$ cat config.mk
export PLATFORM = sky130hd
export DESIGN_NAME = bba_ctrl
export DESIGN_NICKNAME = d
export VERILOG_FILES = /design/src/rtl/bba_pkg.sv /design/src/rtl/bba_ctrl.sv
export SDC_FILE = /design/constraint.sdc
export NUM_CORES = 1
export LEC_CHECK = 0
export ABC_AREA = 0
export BUFFER_PORTS_ARGS = -buffer_cell sky130_fd_sc_hd__clkbuf_2
export CAP_MARGIN = 25
export CORE_AREA = 2 2 50 52
export CTS_BUF_LIST = sky130_fd_sc_hd__clkbuf_4
export DETAILED_ROUTE_END_ITERATION = 16
export DIE_AREA = 0 0 52 54
export GPL_TIMING_DRIVEN = 0
export PLACE_DENSITY = 0.85
export RECOVER_POWER = 100
export SYNTH_ARGS = -nofsm -noshare
export SYNTH_HDL_FRONTEND = slang
export SYNTH_SLANG_ARGS = --single-unit
$ cat constraint.sdc
create_clock -name clk_i -period 4.8 [get_ports clk_i]
set_clock_uncertainty 0.2 [all_clocks]
set_input_delay 0.48 -clock clk_i [delete_from_list [all_inputs] [get_ports clk_i]]
set_output_delay 0.48 -clock clk_i [all_outputs]
set_load 0.05 [all_outputs]
$ cat src/rtl/bba_pkg.sv
// Shared types and constants of the buddy block allocator.
// Depends on nothing; every other file imports it.
`timescale 1ns / 1ps

package bba_pkg;

  localparam int AddrW = 12;
  localparam int SizeW = 13;
  localparam int StatW = 2;
  localparam int OrdW  = 5;
  localparam int NeedW = 14;

  localparam logic [StatW-1:0] ST_OK      = 2'd0;
  localparam logic [StatW-1:0] ST_NOMEM   = 2'd1;
  localparam logic [StatW-1:0] ST_TOOBIG  = 2'd2;
  localparam logic [StatW-1:0] ST_IGNORED = 2'd3;

  localparam logic CMD_ALLOC = 1'b0;
  localparam logic CMD_FREE  = 1'b1;

  typedef enum logic [3:0] {
    OP_NONE,
    OP_CLEAR,
    OP_LOAD,
    OP_SIZE,
    OP_SINIT,
    OP_TREE_RD,
    OP_NEXT,
    OP_TAKE,
    OP_SPLIT,
    OP_ORD_WR,
    OP_FREE_INIT,
    OP_BUD_RD,
    OP_BUD_TAKE,
    OP_SET,
    OP_EMIT
  } dp_op_e;

  typedef struct packed {
    dp_op_e           op;
    logic [StatW-1:0] status;
  } dp_cmd_t;

  typedef struct packed {
    logic clear_done;
    logic is_free;
    logic too_big;
    logic tree_bit;
    logic last_in_level;
    logic top_level;
    logic split_done;
    logic free_bad;
    logic ord_bad;
    logic at_root;
  } dp_sts_t;

  typedef enum logic [12:0] {
    S_CLR   = 13'b0000000000001,
    S_IDLE  = 13'b0000000000010,
    S_DEC   = 13'b0000000000100,
    S_SIZE  = 13'b0000000001000,
    S_SINIT = 13'b0000000010000,
    S_RD    = 13'b0000000100000,
    S_CHK   = 13'b0000001000000,
    S_SPLIT = 13'b0000010000000,
    S_FCHK  = 13'b0000100000000,
    S_FORD  = 13'b0001000000000,
    S_BRD   = 13'b0010000000000,
    S_BCHK  = 13'b0100000000000,
    S_EMIT  = 13'b1000000000000
  } state_e;

endpackage

$ cat src/rtl/bba_ctrl.sv
// Controller state machine of the buddy block allocator: clearing pass,
// search, split and merge sequencing, and the handshakes. Uses bba_pkg.
`timescale 1ns / 1ps

module bba_ctrl
  import bba_pkg::*;
(
  input  logic    clk_i,
  input  logic    rst_ni,
  input  logic    in_valid_i,
  output logic    in_ready_o,
  output logic    out_valid_o,
  input  logic    out_ready_i,
  input  dp_sts_t sts_i,
  output dp_cmd_t cmd_o
);

  state_e           state_q, state_d;
  logic [StatW-1:0] st_q, st_d;
  logic             out_valid_q, out_valid_d;

  always_comb begin
    state_d     = state_q;
    st_d        = st_q;
    out_valid_d = out_valid_q && !out_ready_i;
    cmd_o.op     = OP_NONE;
    cmd_o.status = st_q;
    unique case (state_q)
      S_CLR: begin
        cmd_o.op = OP_CLEAR;
        if (sts_i.clear_done) begin
          state_d = S_IDLE;
        end
      end
      S_IDLE: begin
        if (in_valid_i) begin
          cmd_o.op = OP_LOAD;
          state_d  = S_DEC;
        end
      end
      S_DEC:  state_d = sts_i.is_free ? S_FCHK : S_SIZE;
      S_SIZE: begin
        cmd_o.op = OP_SIZE;
        state_d  = S_SINIT;
      end
      S_SINIT: begin
        if (sts_i.too_big) begin
          st_d    = ST_TOOBIG;
          state_d = S_EMIT;
        end else begin
          cmd_o.op = OP_SINIT;
          state_d  = S_RD;
        end
      end
      S_RD: begin
        cmd_o.op = OP_TREE_RD;
        state_d  = S_CHK;
      end
      S_CHK: begin
        if (sts_i.tree_bit) begin
          cmd_o.op = OP_TAKE;
          state_d  = S_SPLIT;
        end else if (sts_i.last_in_level && sts_i.top_level) begin
          st_d    = ST_NOMEM;
          state_d = S_EMIT;
        end else begin
          cmd_o.op = OP_NEXT;
          state_d  = S_RD;
        end
      end
      S_SPLIT: begin
        if (sts_i.split_done) begin
          cmd_o.op = OP_ORD_WR;
          st_d     = ST_OK;
          state_d  = S_EMIT;
        end else begin
          cmd_o.op = OP_SPLIT;
        end
      end
      S_FCHK: begin
        if (sts_i.free_bad) begin
          st_d    = ST_IGNORED;
          state_d = S_EMIT;
        end else begin
          state_d = S_FORD;
        end
      end
      S_FORD: begin
        if (sts_i.ord_bad) begin
          st_d    = ST_IGNORED;
          state_d = S_EMIT;
        end else begin
          cmd_o.op = OP_FREE_INIT;
          state_d  = S_BRD;
        end
      end
      S_BRD: begin
        if (sts_i.at_root) begin
          cmd_o.op = OP_SET;
          st_d     = ST_OK;
          state_d  = S_EMIT;
        end else begin
          cmd_o.op = OP_BUD_RD;
          state_d  = S_BCHK;
        end
      end
      S_BCHK: begin
        if (sts_i.tree_bit) begin
          cmd_o.op = OP_BUD_TAKE;
          state_d  = S_BRD;
        end else begin
          cmd_o.op = OP_SET;
          st_d     = ST_OK;
          state_d  = S_EMIT;
        end
      end
      S_EMIT: begin
        if (!out_valid_q || out_ready_i) begin
          cmd_o.op    = OP_EMIT;
          out_valid_d = 1'b1;
          state_d     = S_IDLE;
        end
      end
      default: state_d = S_IDLE;
    endcase
  end

  always_ff @(posedge clk_i or negedge rst_ni) begin
    if (!rst_ni) begin
      state_q     <= S_CLR;
      st_q        <= ST_OK;
      out_valid_q <= 1'b0;
    end else begin
      state_q     <= state_d;
      st_q        <= st_d;
      out_valid_q <= out_valid_d;
    end
  end

  assign in_ready_o  = (state_q == S_IDLE);
  assign out_valid_o = out_valid_q;

endmodule

==> results.md <==
- Compared with the post-synthesis result, the final layout area differs by 10.54%.
- The CTS tree is built.
- The worst min-delay path class is in2reg.
- The fraction of registers with async set/reset is 1.000.
- The placer congestion estimate is 0.9159.
- The worst endpoint data arrival time is 3.19 ns.
- The via count of the first global-routing pass was 1164.
- The die covers 0.002808 sq mm.
- Of the available clock period, the critical path in the final layout requires 0.8052.
- The total negative setup slack is 0 ns.
- The detailed placement HPWL is 2337 um.
- Using the TritonRoute via totals, the vias-per-cell ratio works out to 6.272.
- The clock transition time at the flip-flop clock pins of the worst setup and hold paths is 0.10 ns.
- The width of the chip is 52 um.
- For this configuration, the core starts out at a cell density of 0.5167.
- The worst slack at placement is 1.900 ns.
- On the critical path the largest part of the delay comes from simple AND/OR/NAND/NOR gates.
- Of the synthesized area, sequential elements account for 0.3351.
- The worst-margin pin slew is 1.024 ns.
- In the synthesized netlist the dominant register cell turns out to be sky130_fd_sc_hd__dfrtp_1.
- The first global-routing pass estimated 5133 um of wire.
- The final-stage net count is 180.
- The largest fanout on the critical path is 8.
- The clock passes through at most 2 buffers.
- The clock tree root driver cell is sky130_fd_sc_hd__clkbuf_4.
- The clock latency on the worst-skew pair is 0.30 ns.
- Setup repair after global routing left no endpoint under its margin.
- For this run the aggregate overflow at the end of global routing stands at 0.
- The number of warning messages in the yosys log is 0.
- The final wirelength is 2986 um.
- The total number of H-tree levels is 1.
- The type of element launching the critical path is a register.
- The headroom to the max-slew limit is 0.3090.
- By startpoint and endpoint, the worst setup path is classified as reg2out.
- Setup violations remaining at the end of the flow were counted as 0.
- The share of synthesized area in the top cell type comes to 0.3132.
- The largest net degree at the start of global routing is 17.
- The data required time of the critical path is 4.12 ns.
- The standard cell core area is 0.002320 sq mm.
- In this run, CTS created clock tree buffers numbering 3.
- The commonest cells after synthesis are sky130_fd_sc_hd__dfrtp_1 (15), sky130_fd_sc_hd__nand2_1 (13), sky130_fd_sc_hd__nor2_1 (11).
- The buffers plus inverters on the worst setup path is 1.
- The number of setup buffers added after CTS is 0.
- In this run the remaining antenna-violating nets after routing total 0.
- After layout, the minimum clock period comes to 3.865 ns.
- In this run the power density over the cells is 376.3 mW/mm^2.
- The number of pins with negative max-slew slack in the final report came to 0.
- The netlist uses 47 different library cells.
- The cell area that synthesis handed to floorplanning was 0.001199 sq mm.
- For this run, the total global-route usage over all layers was measured as 0.2481.
- A synthesized cell averages 8.623 sq um.
- The cell count after synthesis is 139.
- The share of post-route cells with drive strength above 1 is 0.1515.
- Yosys attributes the largest share of cell area to sky130_fd_sc_hd__dfrtp_1 (31%), sky130_fd_sc_hd__nand2b_1 (4.7%), sky130_fd_sc_hd__nand2_1 (4.1%).
- The routed layout has 1223 vias.
- The most numerous cell in the Yosys netlist is sky130_fd_sc_hd__dfrtp_1.
- The leakage power figure is 0.6386 nW.
- Synthesis inferred 16 register bits.
- 22 I/O pins were placed.
- The post-route worst setup slack is 0.9349 ns.
- The antenna diode count is 0.
- With fillers left out, the area of the finished cells amounts to 0.001325 sq mm.
- The kind of end point of the critical path is an output pin.
- The largest stage delay on the critical path is 0.75 ns.
- The number of nets in the synthesized netlist is 153.
- The top cell type by total area after synthesis is sky130_fd_sc_hd__dfrtp_1.
- The number of core rows is 18.
- The run finished with clean final reports.
- Across the run, the number of max-cap violations was 0.
- The hold violation count in the final report is 0.
- The number of remaining DRC errors is 0.
- The count of port buffers added during placement is 21.
- The number of gates resized after CTS was 0.
- Counting every sink on the clock net gives 16.
- The first detailed-routing pass ran for 4 iterations.
- The instance area at placement is 0.001341 sq mm.
- The floorplan step set the die height to 54 um.
- Final hold analysis gives a worst-case slack of 0.1153 ns.
- The critical path goes through nor4_1, nand3_1, or4_1, a31oi_4, nor2_2, nand4b_1, clkbuf_1.
- The number of violations reported at the end of detailed-routing iteration 0 is 59.
- Derived from the worst setup path, the maximum achievable clock frequency is 258.7 MHz.
- The synthesized design contains 0 enable-type register cells.
- The maximum ir drop on the vdd rail is 302.0 uV.
- The wire length per cell after detailed routing is 15.31 um.
- The cell at the slowest stage of the critical path is sky130_fd_sc_hd__nor4_1.
- The initial antenna violation count is 0.
==> worst paths after layout <==
check | to | start | slack [ns] | depth (start not counted)
setup reg to reg | st_q[0] | state_q[10] | 1.80 | 6
min in group asynchronous | state_q[12] | rst_ni | 0.60 | 2
hold / removal | state_q[0] | sts_i[9] | 0.12 | 2
hold reg to reg | st_q[0] | st_q[0] | 0.33 | 1
setup / recovery | cmd_o[3] | state_q[3] | 0.93 | 7
max in group asynchronous | state_q[6] | rst_ni | 3.26 | 2
==> power breakdown <==
group | total, W | internal (W) | switching (W)
Clock | 0.0000758 | 0.0000303 | 0.0000455
Sequential | 0.000175 | 0.000150 | 0.0000255
Combinational | 0.000248 | 0.0000766 | 0.000171
Total | 0.000499 | 0.000256 | 0.000242
==> worst register-to-register path: cells and delay by family, from the launching register on <==
kind | cells | cell delay (ns)
AOI/OAI and AO/OA | 2 | 0.54
DFF | 1 | 0.45
muxes | 1 | 0.35
and+or+nand+nor | 3 | 1.36
==> stage by stage <==
step                  util  std cells   power, W
floorplan                -        139  0.0003820
global placement    0.5782        190  0.0004381
detailed placement  0.5782        190  0.0004438
CTS                 0.5939        195  0.0005199
global route        0.5712        195  0.0005393
finish              0.5712        195  0.0004986
==> cell usage in the layout (no fill, tap or decap), drive strengths merged, types with 2 or more instances in the layout <==
cell type / netlist / layout
clkbuf: 2 / 26
dfrtp: 15 / 15
nand2: 14 / 14
nor2: 13 / 13
nand2b: 9 / 9
nor4: 8 / 8
o21ai: 8 / 8
nor3: 7 / 7
nand4: 7 / 7
or4: 6 / 6
inv: 6 / 6
a21oi: 6 / 6
xor2: 4 / 4
nand3: 3 / 3
nor3b: 2 / 2
o211ai: 2 / 2
or3: 2 / 2
o32ai: 2 / 2
and3: 2 / 2
a22oi: 2 / 2
==> layer usage <==
metal | wire (um) | GRT usage | vias to the layer above
li1 | - | - | 586
met4 | 119 | 0.1491 | 0
met5 | 0 | 0 | -
met3 | 125 | 0.03056 | 15
met2 | 1415 | 0.4030 | 42
met1 | 1326 | 0.3156 | 580
==> state kept, by name, indices dropped and copies added, names as in the netlist <==
name / flops
state_q: 13
st_q: 2
out_valid_o: 1
==> layout make-up <==
type,count,area (sq um)
Multi-Input combinational cell,114,720.7
Inverter,6,22.52
Clock inverter,1,3.754
Buffer,3,12.51
Timing Repair Buffer,22,103.9
Tap cell,30,37.54
Clock buffer,3,22.52
Sequential cell,16,401.6
Fill cell,229,994.7
==> what timing repair did <==
action                                  in CTS  in global routing
endpoints found under the setup margin       0                  0
hold endpoints to repair                    15                  0
hold buffers                                 1                  0
==> kinds of logic after synthesis <==
kind of cell           count (synthesis)  synth area share
AND/OR/NAND/NOR                       82            0.4259
buffers and inverters                  9           0.02922
AO/OA/AOI/OAI                         27            0.1681
multiplexers                           1           0.01252
flip-flops                            16            0.3351
XOR/XNOR                               4           0.02922
Note: power is estimated with default switching activity, not from simulation.
